--- config.mk ---
export PLATFORM = sky130hd
export DESIGN_NAME = keyed_override_max_table_flat
export DESIGN_NICKNAME = d
export VERILOG_FILES = /design/src/hw/rtl/kotab_pkg.sv /design/src/hw/rtl/kotab_req_if.sv /design/src/hw/rtl/kotab_rsp_if.sv /design/src/hw/rtl/keyed_override_max_table.sv /design/src/hw/rtl/kotab_ram.sv /design/src/flat_wrapper.sv
export SDC_FILE = /design/constraint.sdc
export NUM_CORES = 1
export LEC_CHECK = 0
export BUFFER_PORTS_ARGS = -buffer_cell sky130_fd_sc_hd__buf_4
export CAP_MARGIN = 10
export CORE_MARGIN = 2
export CORE_UTILIZATION = 45
export DETAILED_ROUTE_END_ITERATION = 10
export PLACE_DENSITY = 0.72
export RECOVER_POWER = 25
export SLEW_MARGIN = 40
export SYNTH_ARGS = -nofsm -noshare
export SYNTH_HDL_FRONTEND = slang
export SYNTH_HIERARCHICAL = 1
export SYNTH_SLANG_ARGS = --single-unit
--- constraint.sdc ---
create_clock -name clock -period 4.3 [get_ports clock]
set_input_delay 0.43 -clock clock [delete_from_list [all_inputs] [get_ports clock]]
set_output_delay 0.43 -clock clock [all_outputs]
set_load 0.02 [all_outputs]
--- src/hw/rtl/kotab_pkg.sv ---
// ----------------------------------------------------------------------------
// kotab_pkg: shared constants for the keyed override max table
// Field widths of the request and response items and the request type codes.
// ----------------------------------------------------------------------------
package kotab_pkg;

   // Field widths of the request item
   localparam int unsigned REQ_TYPE_W  = 1;
   localparam int unsigned REASON_ID_W = 16;
   localparam int unsigned LEVEL_W     = 2;

   // Field widths of the response item
   localparam int unsigned ENTRY_COUNT_W = 4;

   // Request type codes
   localparam logic [REQ_TYPE_W-1:0] REQ_SET_CLEAR = 1'b0;
   localparam logic [REQ_TYPE_W-1:0] REQ_QUERY     = 1'b1;

endpackage

--- src/hw/rtl/kotab_req_if.sv ---
// ----------------------------------------------------------------------------
// kotab_req_if: request channel of the keyed override max table
// Valid/ready handshake carrying one set, clear or query request.
// ----------------------------------------------------------------------------
interface kotab_req_if;

   logic                                  valid;
   logic                                  ready;
   logic [kotab_pkg::REQ_TYPE_W-1:0]      req_type;
   logic [kotab_pkg::REASON_ID_W-1:0]     reason_id;
   logic                                  level_present;
   logic [kotab_pkg::LEVEL_W-1:0]         level_value;

   modport source (
      output valid,
      output req_type,
      output reason_id,
      output level_present,
      output level_value,
      input  ready
   );

   modport sink (
      input  valid,
      input  req_type,
      input  reason_id,
      input  level_present,
      input  level_value,
      output ready
   );

endinterface

--- src/hw/rtl/kotab_rsp_if.sv ---
// ----------------------------------------------------------------------------
// kotab_rsp_if: response channel of the keyed override max table
// Valid/ready handshake carrying the effective level and table status.
// ----------------------------------------------------------------------------
interface kotab_rsp_if;

   logic                                  valid;
   logic                                  ready;
   logic [kotab_pkg::LEVEL_W-1:0]         effective_level;
   logic                                  reason_found;
   logic                                  table_full;
   logic [kotab_pkg::ENTRY_COUNT_W-1:0]   entry_count;

   modport source (
      output valid,
      output effective_level,
      output reason_found,
      output table_full,
      output entry_count,
      input  ready
   );

   modport sink (
      input  valid,
      input  effective_level,
      input  reason_found,
      input  table_full,
      input  entry_count,
      output ready
   );

endinterface

--- src/hw/rtl/keyed_override_max_table.sv ---
// ----------------------------------------------------------------------------
// keyed_override_max_table: override table with max level reduction
// Looks up a reason key, overwrites, appends or removes its entry, and reports
// the maximum level over all entries (base level when the table is empty).
// ----------------------------------------------------------------------------
//
//   channel  direction  handshake          contents
//   req      in         valid/ready        req_type, reason_id, level_present,
//                                          level_value
//   rsp      out        valid/ready        effective_level, reason_found,
//                                          table_full, entry_count
//   csr      in         csr_wr_en          csr_wr_data = base level
//
// A request runs from acceptance to the next acceptance through the sequencer
// states in order: it scans the N entries in use through the entry RAM's
// single read port, one entry per cycle, drains the registered read, then
// writes the entry, loads the response register and returns to idle.
// req.ready is high only while the sequencer is idle; a response waiting on
// rsp.ready does not hold off the next request, which stalls in the load step
// until the response register frees.
// Reset empties the table at once and sets the base level to 1; no clearing
// pass runs.
// ----------------------------------------------------------------------------
module keyed_override_max_table #(
   parameter int unsigned TABLE_ENTRIES = 8,
   parameter int unsigned REASON_BITS   = 16
) (
   input  logic                           clock,
   input  logic                           reset,
   kotab_req_if.sink                      req,
   kotab_rsp_if.source                    rsp,
   input  logic                           csr_wr_en,
   input  logic [kotab_pkg::LEVEL_W-1:0]  csr_wr_data
);

   localparam int unsigned KEY_W = (REASON_BITS < kotab_pkg::REASON_ID_W) ?
                                   REASON_BITS : kotab_pkg::REASON_ID_W;
   localparam int unsigned ENT_W = KEY_W + kotab_pkg::LEVEL_W;
   localparam int unsigned IDX_W = (TABLE_ENTRIES > 1) ? $clog2(TABLE_ENTRIES) : 1;
   localparam int unsigned CNT_W = $clog2(TABLE_ENTRIES + 1);
   localparam logic [CNT_W-1:0] CNT_FULL = CNT_W'(TABLE_ENTRIES);
   localparam int unsigned ENTRY_PAD = kotab_pkg::ENTRY_COUNT_W;

   typedef enum logic [3:0] {
      ST_IDLE  = 4'b0001,
      ST_SCAN  = 4'b0010,
      ST_WRITE = 4'b0100,
      ST_DONE  = 4'b1000
   } state_type;

   localparam int unsigned LW = kotab_pkg::LEVEL_W;

   // Control state
   state_type         state_ff, state_in;
   logic [CNT_W-1:0]  used_ff, used_in;
   logic [LW-1:0]     base_level_ff, base_level_in;
   logic              rsp_valid_ff, rsp_valid_in;

   // Scan bookkeeping
   logic [CNT_W-1:0]  iss_ff, iss_in;
   logic              pend_ff, pend_in;
   logic [IDX_W-1:0]  pend_idx_ff, pend_idx_in;
   logic              found_ff, found_in;
   logic [IDX_W-1:0]  slot_ff, slot_in;
   logic [LW-1:0]     found_lvl_ff, found_lvl_in;
   logic [LW-1:0]     max_ff, max_in;
   logic [ENT_W-1:0]  last_ff, last_in;

   // Latched request
   logic              req_type_ff, req_type_in;
   logic [KEY_W-1:0]  key_ff, key_in;
   logic              lvl_present_ff, lvl_present_in;
   logic [LW-1:0]     lvl_ff, lvl_in;

   // Staged result and response register
   logic [LW-1:0]     res_eff_ff, res_eff_in;
   logic              res_found_ff, res_found_in;
   logic              res_full_ff, res_full_in;
   logic [LW-1:0]     rsp_eff_ff, rsp_eff_in;
   logic              rsp_found_ff, rsp_found_in;
   logic              rsp_full_ff, rsp_full_in;
   logic [CNT_W-1:0]  rsp_cnt_ff, rsp_cnt_in;

   // RAM port signals
   logic              ram_wr_en;
   logic [IDX_W-1:0]  ram_wr_addr;
   logic [ENT_W-1:0]  ram_wr_data;
   logic              ram_rd_en;
   logic [IDX_W-1:0]  ram_rd_addr;
   logic [ENT_W-1:0]  ram_rd_data;

   // Decode helpers
   logic              req_accept;
   logic              issue;
   logic [KEY_W-1:0]  rd_key;
   logic [LW-1:0]     rd_lvl;
   logic              is_update;
   logic              do_overwrite;
   logic              do_remove;
   logic              do_append;
   logic              do_drop;
   logic [CNT_W-1:0]  used_after;
   logic [LW-1:0]     max_with_new;
   logic [LW-1:0]     max_with_found;
   logic [CNT_W+ENTRY_PAD-1:0] cnt_ext;

   kotab_ram #(
      .WIDTH (ENT_W),
      .DEPTH (TABLE_ENTRIES)
   ) u_entry_ram (
      .clock   (clock),
      .wr_en   (ram_wr_en),
      .wr_addr (ram_wr_addr),
      .wr_data (ram_wr_data),
      .rd_en   (ram_rd_en),
      .rd_addr (ram_rd_addr),
      .rd_data (ram_rd_data)
   );

   assign req.ready  = (state_ff == ST_IDLE);
   assign req_accept = req.valid && req.ready;

   // Issue one read per cycle while unscanned entries remain
   assign issue       = (state_ff == ST_SCAN) && (iss_ff < used_ff);
   assign ram_rd_en   = issue;
   assign ram_rd_addr = iss_ff[IDX_W-1:0];
   assign rd_key      = ram_rd_data[ENT_W-1:LW];
   assign rd_lvl      = ram_rd_data[LW-1:0];

   // Classify the update once the scan is complete
   assign is_update    = (req_type_ff == kotab_pkg::REQ_SET_CLEAR);
   assign do_overwrite = is_update && found_ff && lvl_present_ff;
   assign do_remove    = is_update && found_ff && !lvl_present_ff;
   assign do_append    = is_update && !found_ff && lvl_present_ff && (used_ff < CNT_FULL);
   assign do_drop      = is_update && !found_ff && lvl_present_ff && (used_ff >= CNT_FULL);

   assign ram_wr_en   = (state_ff == ST_WRITE) && (do_overwrite || do_remove || do_append);
   assign ram_wr_addr = do_append ? used_ff[IDX_W-1:0] : slot_ff;
   assign ram_wr_data = do_remove ? last_ff : {key_ff, lvl_ff};

   assign max_with_new   = (lvl_ff > max_ff) ? lvl_ff : max_ff;
   assign max_with_found = (found_ff && (found_lvl_ff > max_ff)) ? found_lvl_ff : max_ff;

   always_comb begin
      used_after = used_ff;
      if (do_append) begin
         used_after = used_ff + 1'b1;
      end else if (do_remove) begin
         used_after = used_ff - 1'b1;
      end
   end

   // Sequencer and datapath next state
   always_comb begin
      state_in       = state_ff;
      used_in        = used_ff;
      base_level_in  = base_level_ff;
      rsp_valid_in   = rsp_valid_ff;
      iss_in         = iss_ff;
      pend_in        = pend_ff;
      pend_idx_in    = pend_idx_ff;
      found_in       = found_ff;
      slot_in        = slot_ff;
      found_lvl_in   = found_lvl_ff;
      max_in         = max_ff;
      last_in        = last_ff;
      req_type_in    = req_type_ff;
      key_in         = key_ff;
      lvl_present_in = lvl_present_ff;
      lvl_in         = lvl_ff;
      res_eff_in     = res_eff_ff;
      res_found_in   = res_found_ff;
      res_full_in    = res_full_ff;
      rsp_eff_in     = rsp_eff_ff;
      rsp_found_in   = rsp_found_ff;
      rsp_full_in    = rsp_full_ff;
      rsp_cnt_in     = rsp_cnt_ff;

      // Take a base level write
      if (csr_wr_en) begin
         base_level_in = csr_wr_data;
      end

      // Drop the response once taken
      if (rsp_valid_ff && rsp.ready) begin
         rsp_valid_in = 1'b0;
      end

      unique case (state_ff)
         ST_IDLE: begin
            if (req_accept) begin
               req_type_in    = req.req_type;
               key_in         = req.reason_id[KEY_W-1:0];
               lvl_present_in = req.level_present;
               lvl_in         = req.level_value;
               iss_in         = '0;
               pend_in        = 1'b0;
               found_in       = 1'b0;
               slot_in        = '0;
               found_lvl_in   = '0;
               max_in         = '0;
               state_in       = ST_SCAN;
            end
         end
         ST_SCAN: begin
            // Advance the read pointer
            pend_in     = issue;
            pend_idx_in = iss_ff[IDX_W-1:0];
            if (issue) begin
               iss_in = iss_ff + 1'b1;
            end
            // Consume the entry read in the previous cycle
            if (pend_ff) begin
               if ((rd_key == key_ff) && !found_ff) begin
                  found_in     = 1'b1;
                  slot_in      = pend_idx_ff;
                  found_lvl_in = rd_lvl;
               end else if (rd_lvl > max_ff) begin
                  max_in = rd_lvl;
               end
               if ((CNT_W'(pend_idx_ff) + 1'b1) == used_ff) begin
                  last_in = ram_rd_data;
               end
            end
            if (!issue && !pend_ff) begin
               state_in = ST_WRITE;
            end
         end
         ST_WRITE: begin
            used_in      = used_after;
            res_found_in = found_ff;
            res_full_in  = do_drop;
            if (used_after == '0) begin
               res_eff_in = base_level_ff;
            end else if (do_overwrite || do_append) begin
               res_eff_in = max_with_new;
            end else if (do_remove) begin
               res_eff_in = max_ff;
            end else begin
               res_eff_in = max_with_found;
            end
            state_in = ST_DONE;
         end
         ST_DONE: begin
            // Load the response register once it is free
            if (!rsp_valid_ff || rsp.ready) begin
               rsp_valid_in = 1'b1;
               rsp_eff_in   = res_eff_ff;
               rsp_found_in = res_found_ff;
               rsp_full_in  = res_full_ff;
               rsp_cnt_in   = used_ff;
               state_in     = ST_IDLE;
            end
         end
         default: begin
            state_in = ST_IDLE;
         end
      endcase
   end

   // Control registers
   always_ff @(posedge clock) begin
      if (reset) begin
         state_ff      <= ST_IDLE;
         used_ff       <= '0;
         base_level_ff <= LW'(1);
         rsp_valid_ff  <= 1'b0;
         pend_ff       <= 1'b0;
      end else begin
         state_ff      <= state_in;
         used_ff       <= used_in;
         base_level_ff <= base_level_in;
         rsp_valid_ff  <= rsp_valid_in;
         pend_ff       <= pend_in;
      end
   end

   // Payload registers
   always_ff @(posedge clock) begin
      iss_ff         <= iss_in;
      pend_idx_ff    <= pend_idx_in;
      found_ff       <= found_in;
      slot_ff        <= slot_in;
      found_lvl_ff   <= found_lvl_in;
      max_ff         <= max_in;
      last_ff        <= last_in;
      req_type_ff    <= req_type_in;
      key_ff         <= key_in;
      lvl_present_ff <= lvl_present_in;
      lvl_ff         <= lvl_in;
      res_eff_ff     <= res_eff_in;
      res_found_ff   <= res_found_in;
      res_full_ff    <= res_full_in;
      rsp_eff_ff     <= rsp_eff_in;
      rsp_found_ff   <= rsp_found_in;
      rsp_full_ff    <= rsp_full_in;
      rsp_cnt_ff     <= rsp_cnt_in;
   end

   // Drive the response channel; entry_count is the low bits of the count
   assign cnt_ext             = {{ENTRY_PAD{1'b0}}, rsp_cnt_ff};
   assign rsp.valid           = rsp_valid_ff;
   assign rsp.effective_level = rsp_eff_ff;
   assign rsp.reason_found    = rsp_found_ff;
   assign rsp.table_full      = rsp_full_ff;
   assign rsp.entry_count     = cnt_ext[kotab_pkg::ENTRY_COUNT_W-1:0];

`ifndef SYNTH
   // The entry count never exceeds the table size
   a_used_bound: assert property (@(posedge clock) disable iff (reset)
      used_ff <= CNT_FULL)
      else $error("entry count above table size");

   // An accepted request always starts a scan
   a_accept_scan: assert property (@(posedge clock) disable iff (reset)
      req_accept |=> (state_ff == ST_SCAN))
      else $error("accepted request did not start a scan");

   // A dropped append only happens on a full table, which stays full
   a_full_count: assert property (@(posedge clock) disable iff (reset)
      (rsp_valid_ff && rsp_full_ff) |-> (rsp_cnt_ff == CNT_FULL))
      else $error("table_full reported on a table that is not full");

   // A found reason is never reported as a dropped append
   a_found_full: assert property (@(posedge clock) disable iff (reset)
      rsp_valid_ff |-> !(rsp_found_ff && rsp_full_ff))
      else $error("reason_found and table_full both set");

   // The count changes only in the write step, so at most once per request
   a_used_step: assert property (@(posedge clock) disable iff (reset)
      (state_ff != ST_WRITE) |=> (used_ff == $past(used_ff)))
      else $error("entry count changed outside the write step");
`endif

endmodule

--- src/hw/rtl/kotab_ram.sv ---
// ----------------------------------------------------------------------------
// kotab_ram: generic single write, single read RAM
// One write port and one read port with registered read data.
// ----------------------------------------------------------------------------
module kotab_ram #(
   parameter int unsigned WIDTH = 8,
   parameter int unsigned DEPTH = 8
) (
   input  logic                                          clock,
   input  logic                                          wr_en,
   input  logic [((DEPTH > 1) ? $clog2(DEPTH) : 1)-1:0]  wr_addr,
   input  logic [WIDTH-1:0]                              wr_data,
   input  logic                                          rd_en,
   input  logic [((DEPTH > 1) ? $clog2(DEPTH) : 1)-1:0]  rd_addr,
   output logic [WIDTH-1:0]                              rd_data
);

   logic [WIDTH-1:0] mem_ff [DEPTH];
   logic [WIDTH-1:0] rd_data_ff;

   // Write port
   always_ff @(posedge clock) begin
      if (wr_en) begin
         mem_ff[wr_addr] <= wr_data;
      end
   end

   // Registered read port
   always_ff @(posedge clock) begin
      if (rd_en) begin
         rd_data_ff <= mem_ff[rd_addr];
      end
   end

   assign rd_data = rd_data_ff;

endmodule

--- src/flat_wrapper.sv ---
// flat-port wrapper written by rule: the top's interface ports become plain ports
module keyed_override_max_table_flat 
#(
   parameter int unsigned TABLE_ENTRIES = 8,
   parameter int unsigned REASON_BITS   = 16
)
  (clock, reset, csr_wr_en, csr_wr_data, req_valid, req_req_type, req_reason_id, req_level_present, req_level_value, req_ready, rsp_valid, rsp_effective_level, rsp_reason_found, rsp_table_full, rsp_entry_count, rsp_ready);
  kotab_req_if req_i ();
  kotab_rsp_if rsp_i ();
  input  logic clock;
  input  logic reset;
  input  logic csr_wr_en;
  input  logic [kotab_pkg::LEVEL_W-1:0] csr_wr_data;
  input wire logic [$bits(req_i.valid)-1:0] req_valid;
  input wire logic [$bits(req_i.req_type)-1:0] req_req_type;
  input wire logic [$bits(req_i.reason_id)-1:0] req_reason_id;
  input wire logic [$bits(req_i.level_present)-1:0] req_level_present;
  input wire logic [$bits(req_i.level_value)-1:0] req_level_value;
  output wire logic [$bits(req_i.ready)-1:0] req_ready;
  output wire logic [$bits(rsp_i.valid)-1:0] rsp_valid;
  output wire logic [$bits(rsp_i.effective_level)-1:0] rsp_effective_level;
  output wire logic [$bits(rsp_i.reason_found)-1:0] rsp_reason_found;
  output wire logic [$bits(rsp_i.table_full)-1:0] rsp_table_full;
  output wire logic [$bits(rsp_i.entry_count)-1:0] rsp_entry_count;
  input wire logic [$bits(rsp_i.ready)-1:0] rsp_ready;
  assign req_i.valid = req_valid;
  assign req_i.req_type = req_req_type;
  assign req_i.reason_id = req_reason_id;
  assign req_i.level_present = req_level_present;
  assign req_i.level_value = req_level_value;
  assign req_ready = req_i.ready;
  assign rsp_valid = rsp_i.valid;
  assign rsp_effective_level = rsp_i.effective_level;
  assign rsp_reason_found = rsp_i.reason_found;
  assign rsp_table_full = rsp_i.table_full;
  assign rsp_entry_count = rsp_i.entry_count;
  assign rsp_i.ready = rsp_ready;
  keyed_override_max_table #(.TABLE_ENTRIES(TABLE_ENTRIES), .REASON_BITS(REASON_BITS)) u_core (.clock(clock), .reset(reset), .req(req_i), .rsp(rsp_i), .csr_wr_en(csr_wr_en), .csr_wr_data(csr_wr_data));
endmodule
==> summary.md <==
| Metric | Value |
|---|---|
| Status | complete, but fails checks |
| Failing checks | capacitance limit, slew limit |
| Final Hold Viols | 0 |
| GRT busiest layer | met2 |
| ANT nets after route | 0 |
| Final min period | 3.00 ns |
| Worst Setup End Kind | flip-flop |
| DR vias/cell | 5.52 |
| Hold depth | 1 |
| Synthesized flop and latch total | between 200 and 250 |
| Crit-path max FO | 39 |
| Slew Viols, Final | 40 |
| Worst R2R Setup Slack | 1.30 ns |
| Number of remaining DRC errors | 0 |
| Total negative slack | 0 ns |
| Via Count | 4746 |
| Crit-path slowest cell | clkbuf_1 |
| GRT overflow | 0 |
| HP Class | in2reg |
| Final Core Density | 0.530 |
| Post-CTS Setup Repair Bufs | 0 |
| Met3 Track Usage GR | 0.0250 |
| Crit-path cells | clkbuf_1, mux4_1, mux2_2 |
| N_diodes | 0 |
| Total clock sinks | 239 |
| Data required, critical path | 4.57 ns |
| Main synth FF type | edfxtp_1 |
| Tcrit/Tclk final | 0.698 |
| Met1 usage | 0.217 |
| Full die area | 22900 um2 |
| Synthesized Nets | around 550 |
| Die W | 151 um |
| GRT Util Overall | 0.163 |
| Cell count after synthesis | 510 |
| CTS tree | done |
| Largest stage delay on the critical path | 1.59 ns |
| Delay-heaviest family, CP | buffers and inverters |
| Clk Latency, worst-skew pair | 0.53 ns |
| Top post-synthesis cells by count | edfxtp_1 (227), mux2_2 (39), mux4_1 (36) |
| GPL Wtd Cong | around 0.83 |
| Layout Nets | 608 |
| Unrepaired setup endpoints after global routing | no |
| Crit path buffers/inverters | 1 |
| Post-DP HPWL | 10800 um |
| CTS root buf | clkbuf_16 |
| CP Launch Type | flip-flop |
| Initial Utilization | 0.462 |
| First-pass GRT wire length | ~28000 um |
| MaxCap Viol Count | 1 |
| Ys async rst share | 0 |
| I/O pins | 37 |
| Yosys warning count | 6 |
| Total power density per cell area | 498 nW/um2 |
| Sequential fraction of the synthesis area | 0.722 |
| Netlist Area Pre-Place | 9770 um2 |
| WL final | 18200 um |
| Syn avg cell area | 19.2 um2 |
| Area grow syn2layout | 14.8% |
| Cts repair resizes | 0 |
| DR WL/cell | roughly 21 um |
| Die Y | 151 um |
| DR iter-0 viols | 313 |
| Post-synth EDFFs | 227 |
| Vias in the first global route | 4840 |
| Synth cell types | 47 |
| CTS buffer count | 25 |
| Largest net degree at the start of global routing | approximately 40 |
| Reg clk slew, reported paths | 0.06 ns |
| Setup-failing EPs final | 0 |
| Hold bufs inserted after CTS | 0 |
| Worst-margin pin slew | 2.23 ns |
| Largest vdd supply drop | 0.281 mV |
| Rel. slew slack | -0.485 |
| Worst reg2reg path depth | 3 |
| Clock buffer depth | 3 |
| FP Rows | 53 |
| Hold Crit Endpoint | u_core/key_ff[8] |
| WP data arrival | 3.28 ns |
| GRT met2 Usage | 0.278 |
| H-tree lvl count | 1 |
| Most frequent cell after synthesis | edfxtp_1 |
| Initial antenna violation count | 0 |
| Area leader, netlist | edfxtp_1 |
| Reg2reg end | u_core/u_entry_ram/rd_data[12] |
| IO Port Bufs | 36 |
| Reg2reg start | u_core/iss_ff[2] |
| Share of cells above drive strength 1 | 0.209 |
| HP Start | req_reason_id[8] |
| Yosys top cell area share | 0.698 |
| DRT Pass-1 Iters | 4 |
| Pleak | around 0.0038 uW |
| Crit Path Class | reg2reg |
| Core Box Area | 21200 um2 |
| F_max | 333 MHz |
| Clock skew | 0.00996 ns |
| Synth area leaders | edfxtp_1 (70%), mux4_1 (9.7%), mux2_2 (4.5%) |
==> layer usage <==
| layer | vias to the layer above | share of wire |
|---|---|---|
| met2 | 125 | 0.51 |
| met5 | - | 0 |
| li1 | 2162 | - |
| met4 | 0 | 0.020 |
| met1 | 2430 | 0.42 |
| met3 | 29 | 0.054 |
==> placed cells by master, fill, tap and decap left out, types with 5 or more instances in the layout <==
master,netlist,layout
clkbuf_16,0,25
mux2i_1,5,5
a21oi_1,12,12
nor2_1,18,17
nor2b_1,7,7
inv_1,16,14
nand2b_1,7,7
dfxtp_1,12,12
clkbuf_1,4,21
edfxtp_1,227,227
clkbuf_4,0,15
bufinv_16,0,6
xor2_1,18,18
ha_1,14,14
nand2_1,14,14
buf_4,2,18
mux2_2,39,39
mux4_1,36,36
xnor2_1,8,8
==> how the worst max path moves through the flow <==
stage | start | endpoint | depth (start not counted)
final | u_core/iss_ff[2] | u_core/u_entry_ram/rd_data[12] | 3
after global routing | u_core/iss_ff[2] | u_core/u_entry_ram/rd_data[6] | 3
after CTS | u_core/found_ff | u_core/u_entry_ram/mem_ff[6][17] | 6
after detailed placement | u_core/found_ff | u_core/u_entry_ram/mem_ff[6][8] | 6
after global placement | u_core/key_ff[11] | u_core/slot_ff[1] | 4
after floorplan | u_core/state_ff[2] | u_core/last_ff[0] | 5
==> flip-flops by register name (all words and copies together), names as in the netlist, 3 cells and up <==
signal                      count
u_core/u_entry_ram/mem_ff     144
u_core/last_ff                 18
u_core/u_entry_ram/rd_data     18
u_core/key_ff                  16
u_core/iss_ff                   4
u_core/rsp.entry_count          4
u_core/state_ff                 4
u_core/used_ff                  4
u_core/pend_idx_ff              3
u_core/slot_ff                  3
==> report_power, final <==
part | switching, uW | leakage (uW) | internal [uW]
clock | 861 | 0.000432 | 1440
combinational | 307 | 0.00121 | 251
sequential | 46.7 | 0.00216 | 2680
total | 1210 | 0.00380 | 4370
==> worst reg2reg max path, stage by stage (launching register included) <==
cell and delay [ns]:
edfxtp_1 0.36, clkbuf_1 1.59, mux4_1 0.53, mux2_2 0.29
==> area by class of cell <==
class | instances | area (um2)
clock inverters | 15 | 244
repair buffers | 49 | 308
inverters | 17 | 65.1
well taps | 275 | 344
fillers | 1627 | 9940
multi-input cells | 235 | 2550
clock buffers | 30 | 644
flip-flops and latches | 239 | 7060
==> kinds of logic (layout without fill, tap and decap cells) <==
kind of cell             after synthesis  count (layout)  synth area share
buffers and inverters                 36             111            0.0191
adder cells (fa/ha/maj)               14              14            0.0179
flip-flops                           239             239             0.722
XOR/XNOR                              26              26            0.0233
AND/OR/NAND/NOR                       79              79            0.0439
multiplexers                          80              80             0.147
AO/OA/AOI/OAI                         36              36            0.0266
==> metrics by stage <==
stage,cell area (um2),std cells,setup slack [ns],hold slack (ns),total power [uW]
2_1_floorplan,9770,510,0.847,0.400,3180
3_3_place_gp,10400,815,1.56,0.400,3310
3_5_place_dp,10400,815,1.54,0.409,3340
4_1_cts,11300,860,1.51,0.0637,5630
5_1_grt,11200,860,1.08,0.0909,5770
6_report,11200,860,1.30,0.101,5580
Power figures use the tool's default switching activity.
